## src/rtl/w512rg_pkg.sv

```systemverilog
package w512rg_pkg;

	localparam int unsigned POOL_WORDS  = 16;
	localparam int unsigned PTR_W       = 4;
	localparam int unsigned WORD_W      = 32;
	localparam int unsigned SPAN_W      = WORD_W + 1;
	localparam int unsigned DIV_STEPS   = WORD_W;
	localparam int unsigned DIV_CNT_W   = $clog2(DIV_STEPS);

	localparam logic [WORD_W-1:0] TEMPER_MASK = 32'hda442d24;
	localparam logic [PTR_W-1:0]  TAP_A       = 4'd13;
	localparam logic [PTR_W-1:0]  TAP_B       = 4'd9;
	localparam logic [PTR_W-1:0]  TAP_LAST    = 4'd15;

	typedef enum logic [1:0] {
		FN_RAW    = 2'd0,
		FN_RANGED = 2'd1,
		FN_SEED   = 2'd2,
		FN_NONE   = 2'd3
	} func_t;

	// controller to datapath
	typedef struct packed {
		logic accept;
		logic rd_first;
		logic rd_second;
		logic write_n1;
		logic write_n0;
		logic div_init;
		logic div_step;
		logic load_out;
	} cmd_t;

	// datapath to controller
	typedef struct packed {
		func_t in_op;
		logic  in_bad;
	} stat_t;

endpackage

```

## src/rtl/w512rg_ctrl.sv

```systemverilog
module w512rg_ctrl
	import w512rg_pkg::*;
(
	input  logic  clk,
	input  logic  arst_n,
	input  logic  req_valid,
	output logic  req_stall,
	output logic  rsp_valid,
	input  logic  rsp_stall,
	input  stat_t stat,
	output cmd_t  cmd
);

	typedef enum logic [6:0] {
		S_IDLE = 7'b0000001,
		S_RD1  = 7'b0000010,
		S_RD2  = 7'b0000100,
		S_CALC = 7'b0001000,
		S_WR   = 7'b0010000,
		S_DIV  = 7'b0100000,
		S_DONE = 7'b1000000
	} state_t;

	state_t               state_q, state_d;
	logic                 ranged_q;
	logic [DIV_CNT_W-1:0] cnt_q;
	logic                 out_valid_q;
	logic                 out_free;

	assign req_stall = (state_q != S_IDLE);
	assign rsp_valid = out_valid_q;
	assign out_free  = !out_valid_q || !rsp_stall;

	always_comb begin
		state_d = state_q;
		cmd     = '0;
		case (state_q)
			S_IDLE: begin
				if (req_valid) begin
					cmd.accept = 1'b1;
					if (stat.in_op == FN_RAW || (stat.in_op == FN_RANGED && !stat.in_bad)) begin
						state_d = S_RD1;
					end else begin
						state_d = S_DONE;
					end
				end
			end
			S_RD1: begin
				cmd.rd_first = 1'b1;
				state_d      = S_RD2;
			end
			S_RD2: begin
				cmd.rd_second = 1'b1;
				state_d       = S_CALC;
			end
			S_CALC: begin
				cmd.write_n1 = 1'b1;
				state_d      = S_WR;
			end
			S_WR: begin
				cmd.write_n0 = 1'b1;
				cmd.div_init = 1'b1;
				state_d      = ranged_q ? S_DIV : S_DONE;
			end
			S_DIV: begin
				cmd.div_step = 1'b1;
				if (cnt_q == DIV_CNT_W'(DIV_STEPS - 1)) begin
					state_d = S_DONE;
				end
			end
			S_DONE: begin
				if (out_free) begin
					cmd.load_out = 1'b1;
					state_d      = S_IDLE;
				end
			end
			default: begin
				state_d = S_IDLE;
			end
		endcase
	end

	always_ff @(posedge clk or negedge arst_n) begin
		if (!arst_n) begin
			state_q     <= S_IDLE;
			ranged_q    <= 1'b0;
			cnt_q       <= '0;
			out_valid_q <= 1'b0;
		end else begin
			state_q <= state_d;
			if (cmd.accept) begin
				ranged_q <= (stat.in_op == FN_RANGED);
			end
			if (cmd.div_init) begin
				cnt_q <= '0;
			end else if (cmd.div_step) begin
				cnt_q <= cnt_q + 1'b1;
			end
			if (cmd.load_out) begin
				out_valid_q <= 1'b1;
			end else if (!rsp_stall) begin
				out_valid_q <= 1'b0;
			end
		end
	end

endmodule

```

## src/rtl/w512rg_dpath.sv

```systemverilog
module w512rg_dpath
	import w512rg_pkg::*;
(
	input  logic               clk,
	input  logic               arst_n,
	input  cmd_t               cmd,
	output stat_t              stat,
	input  logic [1:0]         func,
	input  logic signed [31:0] low_bound,
	input  logic signed [31:0] high_bound,
	input  logic [3:0]         seed_index,
	input  logic [31:0]        seed_value,
	output logic [31:0]        raw_word,
	output logic signed [31:0] ranged_value,
	output logic               range_error
);

	logic [WORD_W-1:0]     mem [POOL_WORDS];
	logic [POOL_WORDS-1:0] vld_q;
	logic [PTR_W-1:0]      ptr_q;

	logic [PTR_W-1:0]      ra, rb, wa;
	logic [WORD_W-1:0]     wd;
	logic                  we;
	logic [WORD_W-1:0]     rda_q, rdb_q;
	logic                  rda_v_q, rdb_v_q;
	logic [WORD_W-1:0]     rda, rdb;

	logic [WORD_W-1:0]     v0_q, va_q;
	logic [WORD_W-1:0]     t1, t2, n1, n0;
	logic [WORD_W-1:0]     n0_q;

	func_t                 op_q;
	logic                  bad_q;
	logic [WORD_W-1:0]     lo_q;
	logic [SPAN_W-1:0]     span_q;
	logic [SPAN_W-1:0]     span_in;

	logic [WORD_W-1:0]     rem_q, wsh_q;
	logic [SPAN_W-1:0]     r_sh, r_sub;

	logic [WORD_W-1:0]     raw_q, ranged_q;
	logic                  err_q;

	assign stat.in_op  = func_t'(func);
	assign stat.in_bad = (high_bound < low_bound);
	assign span_in     = {high_bound[31], high_bound} - {low_bound[31], low_bound}
	                     + SPAN_W'(1);

	// read addresses: first pass fetches v0 and tap a, second tap b and last word
	assign ra = cmd.rd_second ? ptr_q + TAP_B : ptr_q;
	assign rb = cmd.rd_second ? ptr_q + TAP_LAST : ptr_q + TAP_A;

	always_comb begin
		we = 1'b0;
		wa = ptr_q;
		wd = n1;
		if (cmd.accept && func_t'(func) == FN_SEED) begin
			we = 1'b1;
			wa = seed_index;
			wd = seed_value;
		end else if (cmd.write_n1) begin
			we = 1'b1;
		end else if (cmd.write_n0) begin
			we = 1'b1;
			wa = ptr_q + TAP_LAST;
			wd = n0_q;
		end
	end

	always_ff @(posedge clk) begin
		if (we) begin
			mem[wa] <= wd;
		end
		if (cmd.rd_first || cmd.rd_second) begin
			rda_q   <= mem[ra];
			rdb_q   <= mem[rb];
			rda_v_q <= vld_q[ra];
			rdb_v_q <= vld_q[rb];
		end
	end

	// unwritten pool words read as zero
	assign rda = rda_v_q ? rda_q : '0;
	assign rdb = rdb_v_q ? rdb_q : '0;

	assign t1 = (v0_q ^ (v0_q << 16)) ^ (va_q ^ (va_q << 15));
	assign t2 = rda ^ (rda >> 11);
	assign n1 = t1 ^ t2;
	assign n0 = (rdb ^ (rdb << 2)) ^ (t1 ^ (t1 << 18)) ^ (t2 << 28)
	            ^ (n1 ^ ((n1 << 5) & TEMPER_MASK));

	// restoring remainder, one word bit per step
	assign r_sh  = {rem_q, wsh_q[WORD_W-1]};
	assign r_sub = r_sh - span_q;

	always_ff @(posedge clk or negedge arst_n) begin
		if (!arst_n) begin
			vld_q <= '0;
			ptr_q <= '0;
		end else begin
			if (we) begin
				vld_q[wa] <= 1'b1;
			end
			if (cmd.accept && func_t'(func) == FN_SEED) begin
				ptr_q <= '0;
			end else if (cmd.write_n0) begin
				ptr_q <= ptr_q + TAP_LAST;
			end
		end
	end

	always_ff @(posedge clk) begin
		if (cmd.accept) begin
			op_q   <= func_t'(func);
			bad_q  <= stat.in_bad;
			lo_q   <= low_bound;
			span_q <= span_in;
		end
		if (cmd.rd_second) begin
			v0_q <= rda;
			va_q <= rdb;
		end
		if (cmd.write_n1) begin
			n0_q <= n0;
		end
		if (cmd.div_init) begin
			rem_q <= '0;
			wsh_q <= n0_q;
		end else if (cmd.div_step) begin
			rem_q <= (r_sh >= span_q) ? r_sub[WORD_W-1:0] : r_sh[WORD_W-1:0];
			wsh_q <= {wsh_q[WORD_W-2:0], 1'b0};
		end
		if (cmd.load_out) begin
			raw_q    <= '0;
			ranged_q <= '0;
			err_q    <= 1'b0;
			case (op_q)
				FN_RAW: begin
					raw_q <= n0_q;
				end
				FN_RANGED: begin
					if (bad_q) begin
						ranged_q <= lo_q;
						err_q    <= 1'b1;
					end else begin
						raw_q    <= n0_q;
						ranged_q <= lo_q + rem_q;
					end
				end
				default: begin
				end
			endcase
		end
	end

	assign raw_word     = raw_q;
	assign ranged_value = ranged_q;
	assign range_error  = err_q;

endmodule

```

## src/rtl/well512a_random_generator_unit.sv

```systemverilog
// WELL512a generator: a 16-word pool and a rotating pointer, cleared to zero at reset, so
// seed it first. A raw step runs two pool read passes on the two-port pool, one xor step,
// two writes on the single write port and the result load, in that order. A ranged step
// adds the one-bit-per-cycle remainder unit after the writes. A seed load, an unused
// selector and a ranged request with high below low go straight to the result load. The next
// request is taken while a finished result still waits on the response side.
module well512a_random_generator_unit
	import w512rg_pkg::*;
(
	input  logic               clk,
	input  logic               arst_n,
	input  logic               req_valid,
	output logic               req_stall,
	input  logic [1:0]         func,
	input  logic signed [31:0] low_bound,
	input  logic signed [31:0] high_bound,
	input  logic [3:0]         seed_index,
	input  logic [31:0]        seed_value,
	output logic               rsp_valid,
	input  logic               rsp_stall,
	output logic [31:0]        raw_word,
	output logic signed [31:0] ranged_value,
	output logic               range_error
);

	cmd_t  cmd;
	stat_t stat;

	w512rg_ctrl u_ctrl (
		.clk       (clk),
		.arst_n    (arst_n),
		.req_valid (req_valid),
		.req_stall (req_stall),
		.rsp_valid (rsp_valid),
		.rsp_stall (rsp_stall),
		.stat      (stat),
		.cmd       (cmd)
	);

	w512rg_dpath u_dpath (
		.clk          (clk),
		.arst_n       (arst_n),
		.cmd          (cmd),
		.stat         (stat),
		.func         (func),
		.low_bound    (low_bound),
		.high_bound   (high_bound),
		.seed_index   (seed_index),
		.seed_value   (seed_value),
		.raw_word     (raw_word),
		.ranged_value (ranged_value),
		.range_error  (range_error)
	);

endmodule
```

## config.mk

```make
export PLATFORM = sky130hd
export DESIGN_NAME = well512a_random_generator_unit
export DESIGN_NICKNAME = d
export VERILOG_FILES = /design/src/rtl/w512rg_pkg.sv /design/src/rtl/w512rg_ctrl.sv /design/src/rtl/w512rg_dpath.sv /design/src/rtl/well512a_random_generator_unit.sv
export SDC_FILE = /design/constraint.sdc
export NUM_CORES = 2
export LEC_CHECK = 0
export ABC_AREA = 0
export BUFFER_PORTS_ARGS = -buffer_cell sky130_fd_sc_hd__buf_2
export CAP_MARGIN = 25
export CORE_MARGIN = 1.5
export CORE_UTILIZATION = 62
export DETAILED_ROUTE_END_ITERATION = 7
export PLACE_DENSITY = 0.78
export SETUP_SLACK_MARGIN = 0.4
export SYNTH_ARGS = -nofsm -noshare
export SYNTH_HDL_FRONTEND = slang
export SYNTH_SLANG_ARGS = --single-unit
```

## constraint.sdc

```tcl
create_clock -name clk -period 6.6 [get_ports clk]
set_clock_uncertainty 0.05 [all_clocks]
set_input_delay 0.33 -clock clk [delete_from_list [all_inputs] [get_ports clk]]
set_output_delay 0.33 -clock clk [all_outputs]
set_load 0.1 [all_outputs]
```

==> metrics.cfg <==
[run_status]
status=finished clean

[worst_setup_path]
start_kind=flop
slowest_stage=nor2_4
crit_top_cell=buf_4
path_max_fanout=64
worst-path-stages=11
critPathArrivalTime_ps=4890
cp_cell_sequence=nor4_1, nor2b_1, and3b_1, nand2_1, inv_2, nand3b_1, buf_4, o21ai_0, nand2b_1, nor2_4, buf_4
endpoint_kind=flop
critPathRequiredTime_ps=6900
crit_family=simple AND/OR/NAND/NOR gates
critPathMaxStageDelay_ps=860
path_class=reg2reg
cp_num_buf_inv=3
r2r_cells=11

[route]
routedWlPerCell_um=29.2
vias_per_cell=6.80
via_count=30000
drt-total-wl_um=129000
antenna_left=0
drt_first_pass_iters=6
drtIter0Drc=3999
drcViolationCount=0

[finish]
syn2layout_area_growth_pct=12.2
largest_register=u_dpath.mem
top_regs=u_dpath.mem (512), u_dpath.span_q (33)
drive_gt1_share_pct=20.4
final_util_pct=70.7
register_area_um2=26700
nets=3628
multi_input_area_um2=18700
fill_cells=4624
largest_reg_flops=512

[yosys]
ys_ff_latch=905
synthDistinctLibCells=79
synth-edff-count=839
synth_top_cell_area_share_pct=54.5
syn-instance-count=3164
yosysSeqAreaShare_pct=57.7
syn_avg_cell_area_um2=14.6
ys.flop_type=edfxtp_1
syn_area_um2=46200
synthesis.nets=3422
yosysWarnings=0
synth_top_cell_by_area=edfxtp_1
netlist_top_cells_area=edfxtp_1, mux4_2, ha_1, xnor2_1, xor2_1
async_flop_share_pct=3.76

[grt]
grt_max_degree=133
grt_usage_pct=33.9
first_global_vias=29900
antenna_found_initial=6
grt_overflow_total=0
grt_pass1_wl_um=191000

[die]
die_x_um=276
coreArea_um2=73300
rows=99
io_pins=173
start_util_pct=63.0
dieArea_um2=76200
die_h_um=276

[placement]
dp_hpwl_um=84700
globalplace.congestion=0.948
port_buffers=172

[sta]
finalSetupViolCount=0
slew_viol_final=0
final_min_period_over_clock_period_pct=69.4
min_period_ps=4580
tns_ps=0
max_slew_margin_pct=24.8
timing.fmax_ghz=0.218
worst_slew_pin_slew_ps=1130
whs_ps=139
hold_viol=0
grt_setup_unrepaired=no

[worst_hold_path]
holdPathStages=3
hp-class=in2reg

[clock_tree]
cts_hold_buf=36
cts_tree=built
numCtsBuffers=92
cts_setup_buffers=0
cts_buffer_depth=3
clock_latency_ps=670
clk_root_buffer_cell=clkbuf_16
h-tree-depth=3
cts_resized=0
cts_sinks=905
cts.clk_slew.worst_paths_ps=60

[flow_run]
maxCapViolCount=0

[pwr]
leakagePower_nw=18.7
powerDensity_nw_per_um2=311
max-vdd-ir-drop_v=0.000289

[cells in the mapped netlist (58+ instances only)]
master    instances
xor2_1          114
nand2_1         248
clkbuf_1         94
o21ai_0          89
mux2i_1          58
a21oi_1         137
and2_1           94
edfxtp_1        839
nor2_1          163
xnor2_1         180
ha_1            134
mux4_2          297
inv_1           116
[logic make-up after synthesis]
group,count (synthesis),share of synthesized area [%]
adder cells (fa/ha/maj),153,4.43
buffers and inverters,266,2.34
flip-flops,905,57.7
multiplexers,356,15.8
AND/OR/NAND/NOR,692,7.14
AO/OA/AOI/OAI,496,6.94
XOR/XNOR,296,5.64
[report_power, final]
group | internal (W) | switching (W) | leakage (nW)
sequential | 0.00683 | 0.000205 | 8.29
clock | 0.00301 | 0.00228 | 1.49
combinational | 0.00154 | 0.00224 | 8.95
[per-stage QoR]
step | cells | total power [W] | area (um2) | setup slack [ps]
after CTS | 4402 | 0.0161 | 51800 | 2030
after detailed placement | 4193 | 0.0108 | 48300 | 2060
after floorplan | 3164 | 0.00978 | 46200 | 1110
after global routing | 4409 | 0.0166 | 51800 | 1800
after global placement | 4188 | 0.0107 | 48200 | 2220
final | 4411 | 0.0161 | 51800 | 2020
[worst register-to-register path, delay by kind of cell (launching register included)]
| kind | cells | cell delay [ps] |
|---|---|---|
| buf+inv | 3 | 1210 |
| simple gates | 7 | 2190 |
| compound gates | 1 | 400 |
| flops | 1 | 420 |
[cells in the final DEF, fill, tap and decap left out, types with 40 or more instances in the layout]
cell,instances
nand2_1,248
a21oi_1,135
clkbuf_16,92
a211oi_1,56
and2_1,94
mux2i_1,57
ha_1,134
o21a_1,40
mux4_2,297
nor2b_1,50
nor2_1,146
xor2_1,112
xnor2_1,178
inv_1,115
edfxtp_1,839
o21ai_0,89
buf_2,172
buf_4,45
[final timing paths]
check / start / end / slack, ps
worst max register to register: u_ctrl.state_q[4] / u_dpath.mem[8][3] / 2020
worst min-delay path: rsp_stall / u_ctrl.rsp_valid / 140
worst max-delay path: u_ctrl.state_q[4] / u_dpath.mem[8][3] / 2020
worst min register to register: u_dpath.vld_q[12] / u_dpath.vld_q[12] / 460
max in group asynchronous: arst_n / u_dpath.ptr_q[0] / 5540
min in group asynchronous: arst_n / u_ctrl.rsp_valid / 260
[layer usage]
metal | GRT usage, % | wire length (um) | up-vias
met5 | 0 | 0 | -
met4 | 13.0 | 4840 | 0
met3 | 9.42 | 17000 | 328
met2 | 52.7 | 59600 | 2150
met1 | 46.2 | 47600 | 14900
li1 | - | - | 12600
[final cells by class]
type	count	area share, %
Inverter	116	0.840
Clock inverter	55	1.21
Sequential cell	905	51.5
Tap cell	959	2.31
Multi-Input combinational cell	1993	36.1
Clock buffer	118	4.72
Antenna cell	3	0.0145
Timing Repair Buffer	262	3.36
Note: power is estimated with default switching activity, not from simulation.
